--- config.mk ---
export PLATFORM = sky130hd
export DESIGN_NAME = option_rom_decode_write_protect
export DESIGN_NICKNAME = d
export VERILOG_FILES = /design/src/ordwp_pkg.sv /design/src/ordwp_front.sv /design/src/ordwp_queue.sv /design/src/ordwp_back.sv /design/src/option_rom_decode_write_protect.sv
export SDC_FILE = /design/constraint.sdc
export NUM_CORES = 1
export LEC_CHECK = 0
export BUFFER_PORTS_ARGS = -buffer_cell sky130_fd_sc_hd__buf_2
export CORE_ASPECT_RATIO = 1.5
export CORE_MARGIN = 4
export CORE_UTILIZATION = 50
export CTS_BUF_LIST = sky130_fd_sc_hd__clkbuf_8
export DETAILED_ROUTE_END_ITERATION = 8
export GPL_TIMING_DRIVEN = 0
export HOLD_SLACK_MARGIN = 0.06
export PLACE_DENSITY_LB_ADDON = 0.3
export SETUP_SLACK_MARGIN = 0.05
export SKIP_LAST_GASP = 1
export SYNTH_ARGS = -nofsm -noshare
export SYNTH_HDL_FRONTEND = slang
export SYNTH_SLANG_ARGS = --single-unit
--- constraint.sdc ---
create_clock -name clk -period 16.3 [get_ports clk]
set_clock_uncertainty 0.1 [all_clocks]
set_input_delay 0.815 -clock clk [delete_from_list [all_inputs] [get_ports clk]]
set_output_delay 0.815 -clock clk [all_outputs]
set_load 0.05 [all_outputs]
--- src/ordwp_pkg.sv ---
package ordwp_pkg;

  localparam int WIN_REGS    = 4;
  localparam int WIN_W       = 36;
  localparam int WIN_FIELD_W = 18;
  localparam int OFF_W       = 30;
  localparam int ROFF_W      = 17;
  localparam int SLOT_W      = 2;
  localparam int QUEUE_DEPTH = 2;
  localparam int RES_W       = 32;

  localparam logic [2:0] CFG_ROMS    = 3'd0;
  localparam logic [2:0] CFG_WIN0    = 3'd1;
  localparam logic [2:0] CFG_MODE    = 3'd5;
  localparam logic [2:0] CFG_BUILTIN = 3'd6;

  localparam logic [7:0] MAP_16K      = 8'd0;
  localparam logic [7:0] MAP_OFF      = 8'd1;
  localparam logic [7:0] MAP_32K_HOLE = 8'd2;
  localparam logic [7:0] MAP_32K      = 8'd3;

  localparam logic [31:0] AREA_LO_BASE = 32'h000C_0000;
  localparam logic [31:0] AREA_LO_END  = 32'h000F_0000;
  localparam logic [31:0] AREA_HI_BASE = 32'hC000_0000;
  localparam logic [31:0] AREA_HI_END  = 32'hF000_0000;

  localparam logic [OFF_W-1:0] ADDR_CMD = OFF_W'(32'h1555);
  localparam logic [OFF_W-1:0] ADDR_KEY = OFF_W'(32'h0AAA);
  localparam logic [OFF_W-1:0] SIZE_16K = OFF_W'(32'h4000);
  localparam logic [OFF_W-1:0] SIZE_32K = OFF_W'(32'h8000);
  localparam logic [OFF_W-1:0] HOLE_LO  = OFF_W'(32'h6000);
  localparam logic [OFF_W-1:0] HOLE_HI  = OFF_W'(32'h6800);

  localparam logic [7:0] DATA_AA        = 8'hAA;
  localparam logic [7:0] DATA_55        = 8'h55;
  localparam logic [7:0] CMD_PROTECT    = 8'hA0;
  localparam logic [7:0] CMD_ARM        = 8'h80;
  localparam logic [7:0] CMD_UNPROTECT  = 8'h20;

  typedef enum logic [1:0] {
    SRC_NONE    = 2'd0,
    SRC_SLOT    = 2'd1,
    SRC_BUILTIN = 2'd2
  } src_t;

  typedef enum logic [1:0] {
    STEP_IDLE = 2'd0,
    STEP_KEY1 = 2'd1,
    STEP_KEY2 = 2'd2
  } step_t;

  typedef struct packed {
    logic [2:0]  roms_loaded;
    logic [7:0]  mapping_mode;
    logic [16:0] builtin_size;
  } cfg_t;

  typedef struct packed {
    logic              claimed;
    src_t              source;
    logic [SLOT_W-1:0] slot;
    logic [ROFF_W-1:0] rom_offset;
    logic              is_write;
    logic              at_cmd;
    logic              at_key;
    logic [7:0]        data;
  } job_t;

endpackage

--- src/ordwp_front.sv ---
module ordwp_front #(
  parameter int ACT_SLOTS = 4
) (
  input  logic                     mode,
  input  logic [31:0]              address,
  input  logic [7:0]               write_data,
  input  ordwp_pkg::cfg_t          cfg,
  input  logic [ordwp_pkg::WIN_W-1:0] windows [ACT_SLOTS],
  output ordwp_pkg::job_t          job
);
  import ordwp_pkg::*;

  logic                 in_lo;
  logic                 in_hi;
  logic [OFF_W-1:0]     off;
  logic [OFF_W-1:0]     rel;
  logic [OFF_W-1:0]     start_sel;
  logic [OFF_W-1:0]     win_start [ACT_SLOTS];
  logic [OFF_W-1:0]     win_end [ACT_SLOTS];
  logic [ACT_SLOTS-1:0] in_win;
  logic                 hit;
  logic [SLOT_W-1:0]    hit_slot;
  logic                 mapped;

  assign in_lo = (address >= AREA_LO_BASE) && (address < AREA_LO_END);
  assign in_hi = (address >= AREA_HI_BASE) && (address < AREA_HI_END);
  assign off   = in_lo ? OFF_W'(address - AREA_LO_BASE) : address[OFF_W-1:0];

  always_comb begin
    for (int i = 0; i < ACT_SLOTS; i++) begin
      win_start[i] = OFF_W'(windows[i][WIN_FIELD_W-1:0]);
      win_end[i]   = OFF_W'(windows[i][WIN_W-1:WIN_FIELD_W]);
      in_win[i]    = (int'(cfg.roms_loaded) > i) && (win_end[i] > off) &&
                     (win_start[i] <= off);
    end
    hit       = 1'b0;
    hit_slot  = '0;
    start_sel = '0;
    for (int i = ACT_SLOTS - 1; i >= 0; i--) begin
      if (in_win[i]) begin
        hit       = 1'b1;
        hit_slot  = SLOT_W'(i);
        start_sel = win_start[i];
      end
    end
  end

  assign rel = off - start_sel;

  always_comb begin
    case (cfg.mapping_mode)
      MAP_16K:      mapped = rel < SIZE_16K;
      MAP_OFF:      mapped = 1'b0;
      MAP_32K_HOLE: mapped = (rel < SIZE_32K) && !((rel >= HOLE_LO) && (rel < HOLE_HI));
      MAP_32K:      mapped = rel < SIZE_32K;
      default:      mapped = 1'b1;
    endcase
  end

  always_comb begin
    job            = '0;
    job.source     = SRC_NONE;
    job.data       = write_data;
    if (in_lo || in_hi) begin
      if (hit) begin
        if (mapped) begin
          job.claimed    = 1'b1;
          job.source     = SRC_SLOT;
          job.slot       = hit_slot;
          job.rom_offset = rel[ROFF_W-1:0];
          job.is_write   = mode;
          job.at_cmd     = rel == ADDR_CMD;
          job.at_key     = rel == ADDR_KEY;
        end
      end else if ((cfg.builtin_size != '0) && (off < OFF_W'(cfg.builtin_size))) begin
        job.claimed    = 1'b1;
        job.source     = SRC_BUILTIN;
        job.rom_offset = off[ROFF_W-1:0];
      end
    end
  end

endmodule

--- src/ordwp_queue.sv ---
module ordwp_queue (
  input  logic            clk,
  input  logic            rst,
  input  logic            push,
  input  ordwp_pkg::job_t push_job,
  output logic            not_full,
  input  logic            pop,
  output logic            not_empty,
  output ordwp_pkg::job_t pop_job
);
  import ordwp_pkg::*;

  localparam int PTR_W = (QUEUE_DEPTH > 1) ? $clog2(QUEUE_DEPTH) : 1;
  localparam int CNT_W = $clog2(QUEUE_DEPTH + 1);

  job_t             entries [QUEUE_DEPTH];
  logic [PTR_W-1:0] wr_ptr;
  logic [PTR_W-1:0] rd_ptr;
  logic [CNT_W-1:0] count;

  assign not_full  = count != CNT_W'(QUEUE_DEPTH);
  assign not_empty = count != '0;
  assign pop_job   = entries[rd_ptr];

  always_ff @(posedge clk) begin
    if (push) begin
      entries[wr_ptr] <= push_job;
    end
  end

  always_ff @(posedge clk) begin
    if (rst) begin
      wr_ptr <= '0;
      rd_ptr <= '0;
      count  <= '0;
    end else begin
      if (push) begin
        wr_ptr <= (wr_ptr == PTR_W'(QUEUE_DEPTH - 1)) ? '0 : wr_ptr + 1'b1;
      end
      if (pop) begin
        rd_ptr <= (rd_ptr == PTR_W'(QUEUE_DEPTH - 1)) ? '0 : rd_ptr + 1'b1;
      end
      case ({push, pop})
        2'b10:   count <= count + 1'b1;
        2'b01:   count <= count - 1'b1;
        default: count <= count;
      endcase
    end
  end

  a_no_overflow: assert property (@(posedge clk) disable iff (rst)
    !(push && !not_full && !pop))
    else $error("queue written while full");

endmodule

--- src/ordwp_back.sv ---
module ordwp_back #(
  parameter int ACT_SLOTS = 4
) (
  input  logic                         clk,
  input  logic                         rst,
  input  logic                         q_valid,
  input  ordwp_pkg::job_t              q_job,
  output logic                         q_pop,
  output logic                         m_valid,
  input  logic                         m_ready,
  output logic [ordwp_pkg::RES_W-1:0]  m_data
);
  import ordwp_pkg::*;

  step_t                step [ACT_SLOTS];
  step_t                step_next [ACT_SLOTS];
  logic [ACT_SLOTS-1:0] arm;
  logic [ACT_SLOTS-1:0] arm_next;
  logic [ACT_SLOTS-1:0] unl;
  logic [ACT_SLOTS-1:0] unl_next;
  logic                 commit;

  logic                 out_valid;
  logic                 out_claimed;
  src_t                 out_source;
  logic [SLOT_W-1:0]    out_slot;
  logic [ROFF_W-1:0]    out_offset;
  logic                 out_commit;
  logic [7:0]           out_data;

  assign q_pop   = q_valid && (!out_valid || m_ready);
  assign m_valid = out_valid;
  assign m_data  = {1'b0, out_data, out_commit, out_offset, out_slot, out_source, out_claimed};

  always_comb begin
    step_next = step;
    arm_next  = arm;
    unl_next  = unl;
    commit    = 1'b0;
    if (q_pop && q_job.is_write && (q_job.source == SRC_SLOT)) begin
      for (int s = 0; s < ACT_SLOTS; s++) begin
        if (SLOT_W'(s) == q_job.slot) begin
          if (q_job.at_cmd && (q_job.data == DATA_AA) && (step[s] == STEP_IDLE)) begin
            step_next[s] = STEP_KEY1;
          end else if (q_job.at_cmd && (step[s] == STEP_KEY2) &&
                       (q_job.data == CMD_PROTECT)) begin
            step_next[s] = STEP_IDLE;
            arm_next[s]  = 1'b0;
            unl_next[s]  = 1'b0;
          end else if (q_job.at_cmd && (step[s] == STEP_KEY2) &&
                       (q_job.data == CMD_ARM)) begin
            step_next[s] = STEP_IDLE;
            arm_next[s]  = 1'b1;
          end else if (q_job.at_cmd && (step[s] == STEP_KEY2) &&
                       (q_job.data == CMD_UNPROTECT)) begin
            step_next[s] = STEP_IDLE;
            arm_next[s]  = 1'b0;
            if (arm[s]) begin
              unl_next[s] = 1'b1;
            end
          end else if (q_job.at_key && (q_job.data == DATA_55) &&
                       (step[s] == STEP_KEY1)) begin
            step_next[s] = STEP_KEY2;
          end else begin
            step_next[s] = STEP_IDLE;
            arm_next[s]  = 1'b0;
            commit       = unl[s];
          end
        end
      end
    end
  end

  always_ff @(posedge clk) begin
    if (rst) begin
      for (int s = 0; s < ACT_SLOTS; s++) begin
        step[s] <= STEP_IDLE;
      end
      arm       <= '0;
      unl       <= '0;
      out_valid <= 1'b0;
    end else begin
      step <= step_next;
      arm  <= arm_next;
      unl  <= unl_next;
      if (q_pop) begin
        out_valid <= 1'b1;
      end else if (m_ready) begin
        out_valid <= 1'b0;
      end
    end
  end

  always_ff @(posedge clk) begin
    if (q_pop) begin
      out_claimed <= q_job.claimed;
      out_source  <= q_job.source;
      out_slot    <= q_job.slot;
      out_offset  <= q_job.rom_offset;
      out_commit  <= commit;
      out_data    <= commit ? q_job.data : 8'h00;
    end
  end

  a_commit_slot: assert property (@(posedge clk) disable iff (rst)
    out_valid && out_commit |-> out_claimed && (out_source == SRC_SLOT))
    else $error("commit reported without an option ROM slot hit");

  a_unclaimed_clean: assert property (@(posedge clk) disable iff (rst)
    out_valid && !out_claimed |-> (out_source == SRC_NONE) && (out_offset == '0) &&
                                  (out_data == 8'h00))
    else $error("unclaimed transaction carries data");

  a_unprotect_cause: assert property (@(posedge clk) disable iff (rst)
    (|(unl & ~$past(unl))) |-> $past(q_pop && q_job.is_write && q_job.at_cmd &&
                                     (q_job.data == CMD_UNPROTECT)))
    else $error("slot unprotected without an unprotect command");

endmodule

--- src/option_rom_decode_write_protect.sv ---
// An accepted transaction is written into the queue and then into the output register.
// Throughput: one transaction per cycle while m_axis_tready stays high.
// The front decoder feeds a two-entry queue; the back end updates the unlock state.
// Reset clears all per-slot unlock state, the queue and the output register.
// Configuration registers reset to zero, except mapping_mode, which resets to 255.
module option_rom_decode_write_protect #(
  parameter int NUM_SLOTS = 4
) (
  input  logic        clk,
  input  logic        rst,
  input  logic        s_axis_tvalid,
  output logic        s_axis_tready,
  input  logic [39:0] s_axis_tdata,   // address[31:0], write_data[39:32]
  input  logic        s_axis_tuser,   // mode[0]
  output logic        m_axis_tvalid,
  input  logic        m_axis_tready,
  output logic [31:0] m_axis_tdata,   // claimed[0], source[2:1], slot_index[4:3],
                                      // rom_offset[21:5], write_commit[22], commit_data[30:23]
  input  logic        cfg_we,
  input  logic [2:0]  cfg_index,
  input  logic [35:0] cfg_data
);
  import ordwp_pkg::*;

  localparam int ACT_SLOTS = (NUM_SLOTS < WIN_REGS) ? NUM_SLOTS : WIN_REGS;

  cfg_t             cfg;
  logic [WIN_W-1:0] windows [ACT_SLOTS];
  job_t             front_job;
  job_t             q_job;
  logic             q_not_full;
  logic             q_not_empty;
  logic             q_pop;
  logic             push;

  assign s_axis_tready = q_not_full;
  assign push          = s_axis_tvalid && q_not_full;

  always_ff @(posedge clk) begin
    if (rst) begin
      cfg.roms_loaded  <= '0;
      cfg.mapping_mode <= 8'hFF;
      cfg.builtin_size <= '0;
    end else if (cfg_we) begin
      case (cfg_index)
        CFG_ROMS:    cfg.roms_loaded  <= cfg_data[2:0];
        CFG_MODE:    cfg.mapping_mode <= cfg_data[7:0];
        CFG_BUILTIN: cfg.builtin_size <= cfg_data[16:0];
        default:     cfg <= cfg;
      endcase
    end
  end

  for (genvar i = 0; i < ACT_SLOTS; i++) begin : g_win
    always_ff @(posedge clk) begin
      if (rst) begin
        windows[i] <= '0;
      end else if (cfg_we && (cfg_index == 3'(int'(CFG_WIN0) + i))) begin
        windows[i] <= cfg_data;
      end
    end
  end

  ordwp_front #(
    .ACT_SLOTS (ACT_SLOTS)
  ) u_front (
    .mode       (s_axis_tuser),
    .address    (s_axis_tdata[31:0]),
    .write_data (s_axis_tdata[39:32]),
    .cfg        (cfg),
    .windows    (windows),
    .job        (front_job)
  );

  ordwp_queue u_queue (
    .clk       (clk),
    .rst       (rst),
    .push      (push),
    .push_job  (front_job),
    .not_full  (q_not_full),
    .pop       (q_pop),
    .not_empty (q_not_empty),
    .pop_job   (q_job)
  );

  ordwp_back #(
    .ACT_SLOTS (ACT_SLOTS)
  ) u_back (
    .clk     (clk),
    .rst     (rst),
    .q_valid (q_not_empty),
    .q_job   (q_job),
    .q_pop   (q_pop),
    .m_valid (m_axis_tvalid),
    .m_ready (m_axis_tready),
    .m_data  (m_axis_tdata)
  );

endmodule

---- Word-level counts from Yosys, hierarchy flattened ----
Memory sizes are Yosys's and may differ from the RTL's. A register that Yosys moved wholly into a read port is not among the register bits.
Cells that the tools add are included.
storage, ports and cells
  input port bits ......................... 85
  logic and storage cells ................. 293
  memories kept ........................... 1
  memory bits (read-only) ................. 0
  bits in registers ....................... 224
  RAM bits ................................ 66
  bits in latches ......................... 0
  output and inout bits ................... 34
memory list
  name             words  bits a word  read ports  clocked after memory_dff  wr ports  RTL line           source
  u_queue.entries  2      33           1           1                         1         ordwp_queue.sv:16  job_t entries [QUEUE_DEPTH];
cells by class
  $mul .................................... 0
  shift-type cells ........................ 0
  eq/ne operators ......................... 39
  $lt $le $gt $ge ......................... 21
  bitwise gates (word level) .............. 4
  div/mod/pow operators ................... 0
  $add $sub $neg .......................... 6
  muxes and demuxes ....................... 108
  reduce and logical (&&, ||, !) cells .... 85
operators with widths
  operator                                                                 count
  18-bit by 30-bit > comparator with 1-bit output                          4
  18-bit by 30-bit less-or-equal comparator with 1-bit output              4
  18-bit two-way mux                                                       4
  1-bit two-way mux                                                        69
  30-bit by 15-bit < comparator with 1-bit output, second input constant   2
  2-bit two-way mux                                                        25
  25-bit two-way mux                                                       2
  1-bit logical AND                                                        47
  17-bit two-way mux                                                       2
  32-bit by 20-bit >= comparator with 1-bit output, second input constant  1
  32-bit >= comparator, second input constant                              1
  32-bit by 20-bit < comparator with 1-bit output, second input constant   1
  32-bit < comparator, second input constant                               1
  30-bit by 12-bit equality test with 1-bit output, second input constant  1
  30-bit by 13-bit equality test with 1-bit output, second input constant  1
  30-bit by 15-bit >= comparator with 1-bit output, second input constant  1
  30-bit by 16-bit < comparator with 1-bit output, second input constant   1
  30-bit by 17-bit < comparator with 1-bit output                          1
  30-bit two-way mux                                                       1
  30-bit by 18-bit subtractor with 30-bit output                           1
  30-bit by 20-bit subtractor with 30-bit output, second input constant    1
  8-bit equality test, second input constant                               3
  6-bit AND reduction                                                      4
  2-bit nonzero test                                                       11
  other kinds (31)                                                         74

---- Depth between registers and ports, before layout ----
Gate-level depths: netlist of the first run.
  word-level depth ........................ 28
  mapped depth ............................ 27
  depth with buffers taken out ............ 23

---- By module ----
A second synthesis of the first run with hierarchy kept.
unflattened totals
  cells, all modules ...................... 1,773
  area total of the unflattened synthesis .. 18,064.8 um^2
modules (own cells, without submodules)
  module                           area each (um^2)  cells an instance  times used  seq. area each (um^2)
  option_rom_decode_write_protect  6,819.0           614                1           3,443.3
  ordwp_front                      6,527.5           862                1           0.0
  ordwp_queue                      2,578.7           125                1           2,082.0
  ordwp_back                       2,139.6           172                1           1,271.2

---- Worst setup path after synthesis of the first run ----
Ideal clock, no wire load.
  path type ............................... in2reg
  start point ............................. in s_axis_tdata[18]
  end point ............................... mem u_queue.entries[0][9] in the netlist's numbering (data pin)
  arrival ................................. 6,592 ps
  path slack .............................. 9,426 ps
  data required time ...................... 16,018 ps
  library setup time ...................... 182 ps
  stages on the path ...................... 23
  cells stage by stage .................... ha_1 -> nor2b_1 -> nand4_2 -> or4_1 -> a211oi_2 -> o21a_1 -> nand4_1 -> nor2_1 -> clkbuf_1 -> a221oi_1 -> o31ai_1 -> ha_1 -> fa_1 -> nor2b_1 -> o31a_1 -> o32a_1 -> a21o_1 -> o41a_1 -> xnor2_1 -> a21bo_2 -> a311o_1 -> or4b_4 -> nor4_2
RTL lines
  what         RTL line                               source
  from (decl)  option_rom_decode_write_protect.sv:13  input logic [39:0] s_axis_tdata,
  to (decl)    ordwp_queue.sv:16

==> results.json, run 1 <==
{
  "outcome": "finished clean",
  "top_level_ports": 119,
  "asyncSetResetFlopFracSynth_pct": 0,
  "cap_violations": 0,
  "grt_max_degree": 35,
  "finalCriticalPeriod_ns": 8.64,
  "finalHoldViolCount": 0,
  "cts.root.buffer_cell": "sky130_fd_sc_hd__clkbuf_8",
  "synth_ff_type": "sky130_fd_sc_hd__dfxtp_1",
  "max_slew_margin_pct": 6.14,
  "detail_route.drc_violations": 0,
  "synth_fa_ha_area_share_pct": 13.8,
  "worstSetupStartpoint": "s_axis_tdata[18]",
  "num_rows": 81,
  "hold_path_endpoint": "u_queue.entries[0][4]",
  "worstSetupStartpointType": "input pin",
  "floorplan.initialDensity_pct": 50.7,
  "powerDensity_nw_per_um2": 105,
  "drt_wl_total_um": 51700,
  "finalCritPeriodShare_pct": 53.0,
  "path_class": "input pin to flip-flop",
  "cts_made_buffers": 47,
  "gp_congestion": 1.00,
  "fmaxAchievable_mhz": 116,
  "yosys.cell_types.count": 72,
  "clock_sinks": 291,
  "clock_tree.htree_level_count": 2,
  "fin_ws_ns": 7.66,
  "totalPowerFinal_mw": 1.95,
  "post_cts.resized_instances": 0,
  "setup_repair_after_global_routing_missed_its_margin": "false",
  "grt_pass1_wl_um": 80400,
  "fin_tns_setup_ns": 0,
  "worst_reg2reg_path_length_in_cells": 24,
  "critical_path.endpoint_type": "flip-flop",
  "cp.required_ns": 16.49,
  "final_core_util_pct": 56.9,
  "cts-root-to-sink-buffers": 3,
  "first_global_vias": 15212,
  "hold_path.startpoint": "s_axis_tdata[36]",
  "num_vias": 14965,
  "mappedNetlistNets": 2160,
  "synth_xor_xnor_area_share_pct": 1.01,
  "buffer_ports.inserted": 114,
  "die-area_um2": 36100,
  "syn_to_final_growth_pct": 12.3,
  "layout_common_cells": "sky130_fd_sc_hd__nand2_1, sky130_fd_sc_hd__a21oi_1, sky130_fd_sc_hd__dfxtp_1, sky130_fd_sc_hd__ha_1, sky130_fd_sc_hd__buf_2",
  "grt.total_usage_pct": 28.3,
  "via_to_cell_ratio": 5.97,
  "wl_per_cell_um": 20.6,
  "synth.ff_latch_count": 291,
  "hold_buffers": 0,
  "r2r_slack_ns": 8.12,
  "synth_simple_gate_area_share_pct": 19.8,
  "post_synthesis_cell_count": 1893,
  "timing_max_transition_violations_final": 0,
  "tritoncts": "built",
  "synth_sequential_area_ratio_pct": 41.1,
  "ir_drop_worst_case_vdd_mv": 0.0689,
  "static-leakage-power_nw": 7.14,
  "placement_cell_area_um2": 17600,
  "synth_enable_flop_cells": 97,
  "drt_iter0_drc": 789,
  "synth-compound-area-share_pct": 18.6,
  "dpl_worst_slack_ns": 7.19,
  "worst_pin_slew_ns": 1.40,
  "antenna_violations_before_repair": 5,
  "gr-total-overflow": 0,
  "chipWidth_um": 156,
  "crit-reg2reg-capture": "u_queue.entries[0][27]",
  "layout-drive-gt1-share_pct": 11.1,
  "cp_max_fo": 10,
  "cp_data_arrival_time_ns": 8.84,
  "cts.reportedPaths.clkPinSlew_ns": 0.06,
  "design.core.area_um2": 32600,
  "layout.cell_area.non_filler_um2": 18600,
  "timing.final.setup_violations": 0,
  "num-nets-final": 2324,
  "layout.cells.most_common": "sky130_fd_sc_hd__nand2_1",
  "post-dp-hpwl_um": 40800,
  "combinational_family_with_the_most_area_after_synthesis": "simple AND/OR/NAND/NOR gates",
  "fin_worst_hold_slack_ns": 0.313,
  "muxShareOfSynthArea_pct": 2.22,
  "worst_skew_pair.late_latency_ns": 0.60,
  "ys_warn_count": 0,
  "non_filler_instance_count_after_layout": 2507,
  "min_path_type": "input pin to flip-flop",
  "whs_path_depth": 1,
  "ant_nets": 0,
  "timing.rr.start": "windows[7]",
  "floorplan.die.height_um": 231,
  "syn_area_um2": 16500,
  "first_pass_iters": 5,
  "post_cts_setup_bufs": 0,
  "dp.cells": 2423,
  "post_syn_area_per_cell_um2": 8.73
}
==> area by class of cell <==
cell class,count,area (µm²)
inverters,63,236
multi-input cells,1457,9180
fillers,2980,14100
well taps,415,519
diodes,2,5.00
clock inverters,29,179
flip-flops and latches,291,6800
clock buffers,53,729
repair buffers,115,591
plain buffers,82,327
==> flip-flops by register name, summed over array words and instances, names as in the netlist, named ones only <==
signal,flops
cfg,28
u_back.arm,4
u_back.m_valid,1
u_back.out_claimed,1
u_back.out_commit,1
u_back.out_data,8
u_back.out_offset,17
u_back.out_slot,2
u_back.out_source,2
u_back.step,8
u_back.unl,4
u_queue.count,2
u_queue.entries,66
u_queue.rd_ptr,1
u_queue.wr_ptr,1
windows,144
==> kinds of logic (layout without fill, tap and decap cells) <==
| kind of cell | Yosys count | count (layout) |
|---|---|---|
| buf+inv | 145 | 342 |
| compound gates | 495 | 495 |
| other cells | 1 | 3 |
| mux | 34 | 34 |
| fa+ha+maj | 182 | 182 |
| flops | 291 | 291 |
| xor+xnor | 19 | 19 |
| simple gates | 726 | 726 |
==> worst max-delay path: stages <==
cell                       delay [ns]
sky130_fd_sc_hd__buf_2           0.16
sky130_fd_sc_hd__clkinv_1        0.23
sky130_fd_sc_hd__ha_1            0.40
sky130_fd_sc_hd__nand2b_1        0.17
sky130_fd_sc_hd__or4_1           0.45
sky130_fd_sc_hd__a211oi_2        0.69
sky130_fd_sc_hd__o21a_1          0.28
sky130_fd_sc_hd__nand4_1         0.12
sky130_fd_sc_hd__nor2_1          0.65
sky130_fd_sc_hd__clkbuf_1        0.50
sky130_fd_sc_hd__a221oi_1        0.19
sky130_fd_sc_hd__o31ai_1         0.37
sky130_fd_sc_hd__ha_1            0.26
sky130_fd_sc_hd__fa_1            0.22
sky130_fd_sc_hd__nor2b_1         0.08
sky130_fd_sc_hd__o31a_1          0.28
sky130_fd_sc_hd__o32a_1          0.46
sky130_fd_sc_hd__a211oi_1        0.41
sky130_fd_sc_hd__o21ai_0         0.23
sky130_fd_sc_hd__xnor2_1         0.32
sky130_fd_sc_hd__o31a_1          0.18
sky130_fd_sc_hd__and4_1          0.33
sky130_fd_sc_hd__a21boi_1        0.20
sky130_fd_sc_hd__buf_2           0.23
sky130_fd_sc_hd__o41ai_1         0.60
==> report_power, final <==
group          internal [mW]  total [mW]  switching [mW]
logic                  0.129       0.452           0.323
clock network          0.329       0.627           0.298
registers              0.841       0.868          0.0263
total                   1.30        1.95           0.647
==> cell usage after synthesis, types with 3 or more instances <==
library cell,number,area [µm²]
sky130_fd_sc_hd__nand2_1,404,1520
sky130_fd_sc_hd__a21oi_1,263,1320
sky130_fd_sc_hd__dfxtp_1,194,3880
sky130_fd_sc_hd__ha_1,181,2260
sky130_fd_sc_hd__edfxtp_1,97,2910
sky130_fd_sc_hd__nor2_1,97,364
sky130_fd_sc_hd__clkbuf_1,71,267
sky130_fd_sc_hd__inv_1,62,233
sky130_fd_sc_hd__nor3_1,58,290
sky130_fd_sc_hd__o21ai_0,50,250
sky130_fd_sc_hd__nand4_1,38,238
sky130_fd_sc_hd__a211oi_1,23,173
sky130_fd_sc_hd__mux2_2,21,236
sky130_fd_sc_hd__nor2b_1,21,131
sky130_fd_sc_hd__nand3_1,20,100
sky130_fd_sc_hd__a221oi_1,19,166
sky130_fd_sc_hd__o41ai_1,19,166
sky130_fd_sc_hd__o21a_1,17,128
sky130_fd_sc_hd__a31oi_1,16,100
sky130_fd_sc_hd__nand2b_1,16,100
sky130_fd_sc_hd__a211o_1,15,131
sky130_fd_sc_hd__a21o_1,15,113
sky130_fd_sc_hd__nor4_1,14,87.6
sky130_fd_sc_hd__mux2i_1,13,130
sky130_fd_sc_hd__or2_2,10,62.6
sky130_fd_sc_hd__or4_1,10,75.1
sky130_fd_sc_hd__xor2_1,10,87.6
sky130_fd_sc_hd__xnor2_1,9,78.8
sky130_fd_sc_hd__nand3b_1,7,52.6
sky130_fd_sc_hd__nor3b_1,7,52.6
sky130_fd_sc_hd__o211ai_1,7,52.6
sky130_fd_sc_hd__o21bai_1,7,52.6
sky130_fd_sc_hd__and3_1,5,31.3
sky130_fd_sc_hd__and4_1,5,43.8
sky130_fd_sc_hd__o31a_1,5,43.8
sky130_fd_sc_hd__o31ai_1,5,37.5
sky130_fd_sc_hd__or3_1,5,31.3
sky130_fd_sc_hd__buf_1,4,15.0
sky130_fd_sc_hd__buf_4,4,30.0
sky130_fd_sc_hd__a221o_1,3,30.0
sky130_fd_sc_hd__a41oi_1,3,26.3
sky130_fd_sc_hd__and2_1,3,18.8
sky130_fd_sc_hd__buf_2,3,15.0
sky130_fd_sc_hd__o2111a_1,3,33.8
==> worst max-delay path by stage <==
stage          cells after the start  slack (ns)                endpoint
2_1_floorplan                     23        9.43   u_queue.entries[0][9]
3_3_place_gp                      25        7.31  u_queue.entries[0][27]
3_5_place_dp                      25        7.19  u_queue.entries[1][27]
4_1_cts                           25        7.77  u_queue.entries[0][27]
5_1_grt                           26        7.33  u_queue.entries[0][27]
6_report                          25        7.66  u_queue.entries[0][27]
==> metal layers <==
layer  global-route usage, %  wire, µm  vias to the layer above
met2                    51.3     26500                      521
li1                        -         -                     7210
met1                    28.7     18000                     7021
met3                    4.65      2900                      207
met5                       0        36                        -
met4                    20.7      4310                        6
Note: power is estimated with default switching activity, not from simulation.
==> run 2, diff against run 1 <==
clock period = 8.35 ns   (was 16.3 ns; I/O delays follow)
==> results.json, run 2 (synthesis gave the netlist of run 1 again) <==
{
  "max_slew_margin_pct": 6.81,
  "static-leakage-power_nw": 7.34,
  "floorplan.die.height_um": 231,
  "timing.rr.start": "windows[7]",
  "fmaxAchievable_mhz": 126,
  "setup_repair_after_global_routing_missed_its_margin": "false",
  "clock_sinks": 291,
  "gr-total-overflow": 0,
  "finalCriticalPeriod_ns": 7.92,
  "reg.largest.list": "windows: 144 flops, u_queue.entries: 66 flops, cfg: 28 flops",
  "design.core.area_um2": 32600,
  "worstSetupStartpointType": "input pin",
  "syn_to_final_growth_pct": 15.1,
  "ff_latch_area_um2": 6800,
  "layout-drive-gt1-share_pct": 11.1,
  "top_level_ports": 119,
  "outcome": "finished clean",
  "grt_max_degree": 35,
  "final_core_util_pct": 58.3,
  "floorplan.initialDensity_pct": 50.7,
  "cts_made_buffers": 47,
  "num-nets-final": 2369,
  "clock_tree.htree_level_count": 2,
  "drt_wl_total_um": 52100,
  "cap_violations": 0,
  "worst_pin_slew_ns": 1.39,
  "wl_per_cell_um": 20.4,
  "antenna_violations_before_repair": 0,
  "chipWidth_um": 156,
  "layout.cells.most_common": "sky130_fd_sc_hd__nand2_1",
  "number_of_antenna_diodes": 0,
  "num_rows": 81,
  "timing.final.setup_violations": 0,
  "cp_data_arrival_time_ns": 8.13,
  "tritoncts": "built",
  "detail_route.drc_violations": 0,
  "first_pass_iters": 5,
  "fin_tns_setup_ns": 0,
  "layout_common_cells": "sky130_fd_sc_hd__nand2_1, sky130_fd_sc_hd__a21oi_1, sky130_fd_sc_hd__dfxtp_1, sky130_fd_sc_hd__ha_1, sky130_fd_sc_hd__buf_2",
  "gp_congestion": 1.00,
  "worst_skew_pair.late_latency_ns": 0.60,
  "num_vias": 15198,
  "dpl_worst_slack_ns": -0.359,
  "finalHoldViolCount": 0,
  "path_class": "input pin to flip-flop",
  "multi_input_comb_area_um2": 9190,
  "powerDensity_nw_per_um2": 201,
  "cp_max_fo": 10,
  "first_global_vias": 15332,
  "die-area_um2": 36100,
  "timing_max_transition_violations_final": 0,
  "cts-root-to-sink-buffers": 3,
  "worstSetupStartpoint": "s_axis_tdata[18]",
  "cts.reportedPaths.clkPinSlew_ns": 0.06,
  "largest-register": "windows",
  "drt_iter0_drc": 901,
  "buffer_ports.inserted": 114,
  "grt.total_usage_pct": 28.5,
  "filler_cell_count": 2925,
  "ant_nets": 0,
  "cts.root.buffer_cell": "sky130_fd_sc_hd__clkbuf_8",
  "min_path_type": "input pin to flip-flop",
  "post-dp-hpwl_um": 40800,
  "critical_path.endpoint_type": "flip-flop",
  "finalCritPeriodShare_pct": 94.8,
  "cp.required_ns": 8.56,
  "grt_pass1_wl_um": 81000,
  "fin_ws_ns": 0.433,
  "hold_path.startpoint": "s_axis_tdata[2]",
  "via_to_cell_ratio": 5.96,
  "ir_drop_worst_case_vdd_mv": 0.136,
  "largest_register_ffs": 144
}
[run 2: area by class of cell]
class                   instances  area share (%)
plain buffers                  82            1.72
clock buffers                  53            3.84
clock inverters                29           0.941
inverters                      63            1.24
multi-input cells            1457            48.3
flip-flops and latches        291            35.7
well taps                     415            2.73
repair buffers                160            5.47
[run 2: repair_timing]
| item | 4_1_cts | 5_1_grt |
|---|---|---|
| setup endpoints to repair | 0 | 30 |
| hold endpoints to repair | 174 | 0 |
| hold buffers | 45 | 0 |
| resized for setup | 0 | 4 |
| buffers inserted | 0 | 0 |
[run 2: worst max-delay path, stage by stage]
cell                       delay [ns]
sky130_fd_sc_hd__buf_2           0.16
sky130_fd_sc_hd__clkinv_1        0.23
sky130_fd_sc_hd__ha_1            0.41
sky130_fd_sc_hd__nand2b_1        0.17
sky130_fd_sc_hd__or4_1           0.45
sky130_fd_sc_hd__a211oi_2        0.71
sky130_fd_sc_hd__and4_1          0.42
sky130_fd_sc_hd__clkbuf_1        0.43
sky130_fd_sc_hd__clkbuf_1        0.48
sky130_fd_sc_hd__a221oi_1        0.13
sky130_fd_sc_hd__o31ai_1         0.35
sky130_fd_sc_hd__ha_1            0.26
sky130_fd_sc_hd__fa_1            0.22
sky130_fd_sc_hd__nor2b_1         0.08
sky130_fd_sc_hd__o31a_1          0.27
sky130_fd_sc_hd__o32a_1          0.46
sky130_fd_sc_hd__a211oi_1        0.41
sky130_fd_sc_hd__o21ai_0         0.23
sky130_fd_sc_hd__xnor2_1         0.37
sky130_fd_sc_hd__o31a_1          0.19
sky130_fd_sc_hd__and4_1          0.33
sky130_fd_sc_hd__a21boi_1        0.20
sky130_fd_sc_hd__buf_2           0.23
sky130_fd_sc_hd__o41ai_1         0.50
[run 2: report_power, final]
part / internal [mW] / switching, mW
registers: 1.64 / 0.0512
logic: 0.265 / 0.634
clock network: 0.642 / 0.583
total: 2.55 / 1.27
[run 2: per-stage QoR]
| stage | area [µm²] | std cells | hold slack (ns) | total power [mW] |
|---|---|---|---|---|
| final | 19000 | 2550 | 0.129 | 3.82 |
| after global routing | 19000 | 2550 | 0.126 | 3.98 |
| after CTS | 19000 | 2550 | 0.101 | 3.84 |
| after detailed placement | 17600 | 2423 | 0.348 | 2.61 |
| after global placement | 17600 | 2422 | 0.345 | 2.58 |
| after floorplan | 16500 | 1893 | 0.336 | 2.34 |
[run 2: layer usage]
| metal | global-route usage, % | part of all wire [%] | up-vias |
|---|---|---|---|
| li1 | - | - | 7305 |
| met1 | 29.1 | 35 | 7119 |
| met2 | 51.7 | 51 | 560 |
| met3 | 4.11 | 5.6 | 214 |
| met4 | 21.3 | 8.6 | 0 |
| met5 | 0 | 0 | - |
[run 2: path summary, 6_finish.rpt]
kind,end,slack (ns),cells after the start
worst min register to register,windows[56],0.36,2
worst max register to register,u_queue.entries[1][23],0.63,24
worst max-delay path,u_queue.entries[1][23],0.43,24
worst min-delay path,u_queue.entries[1][13],0.13,3
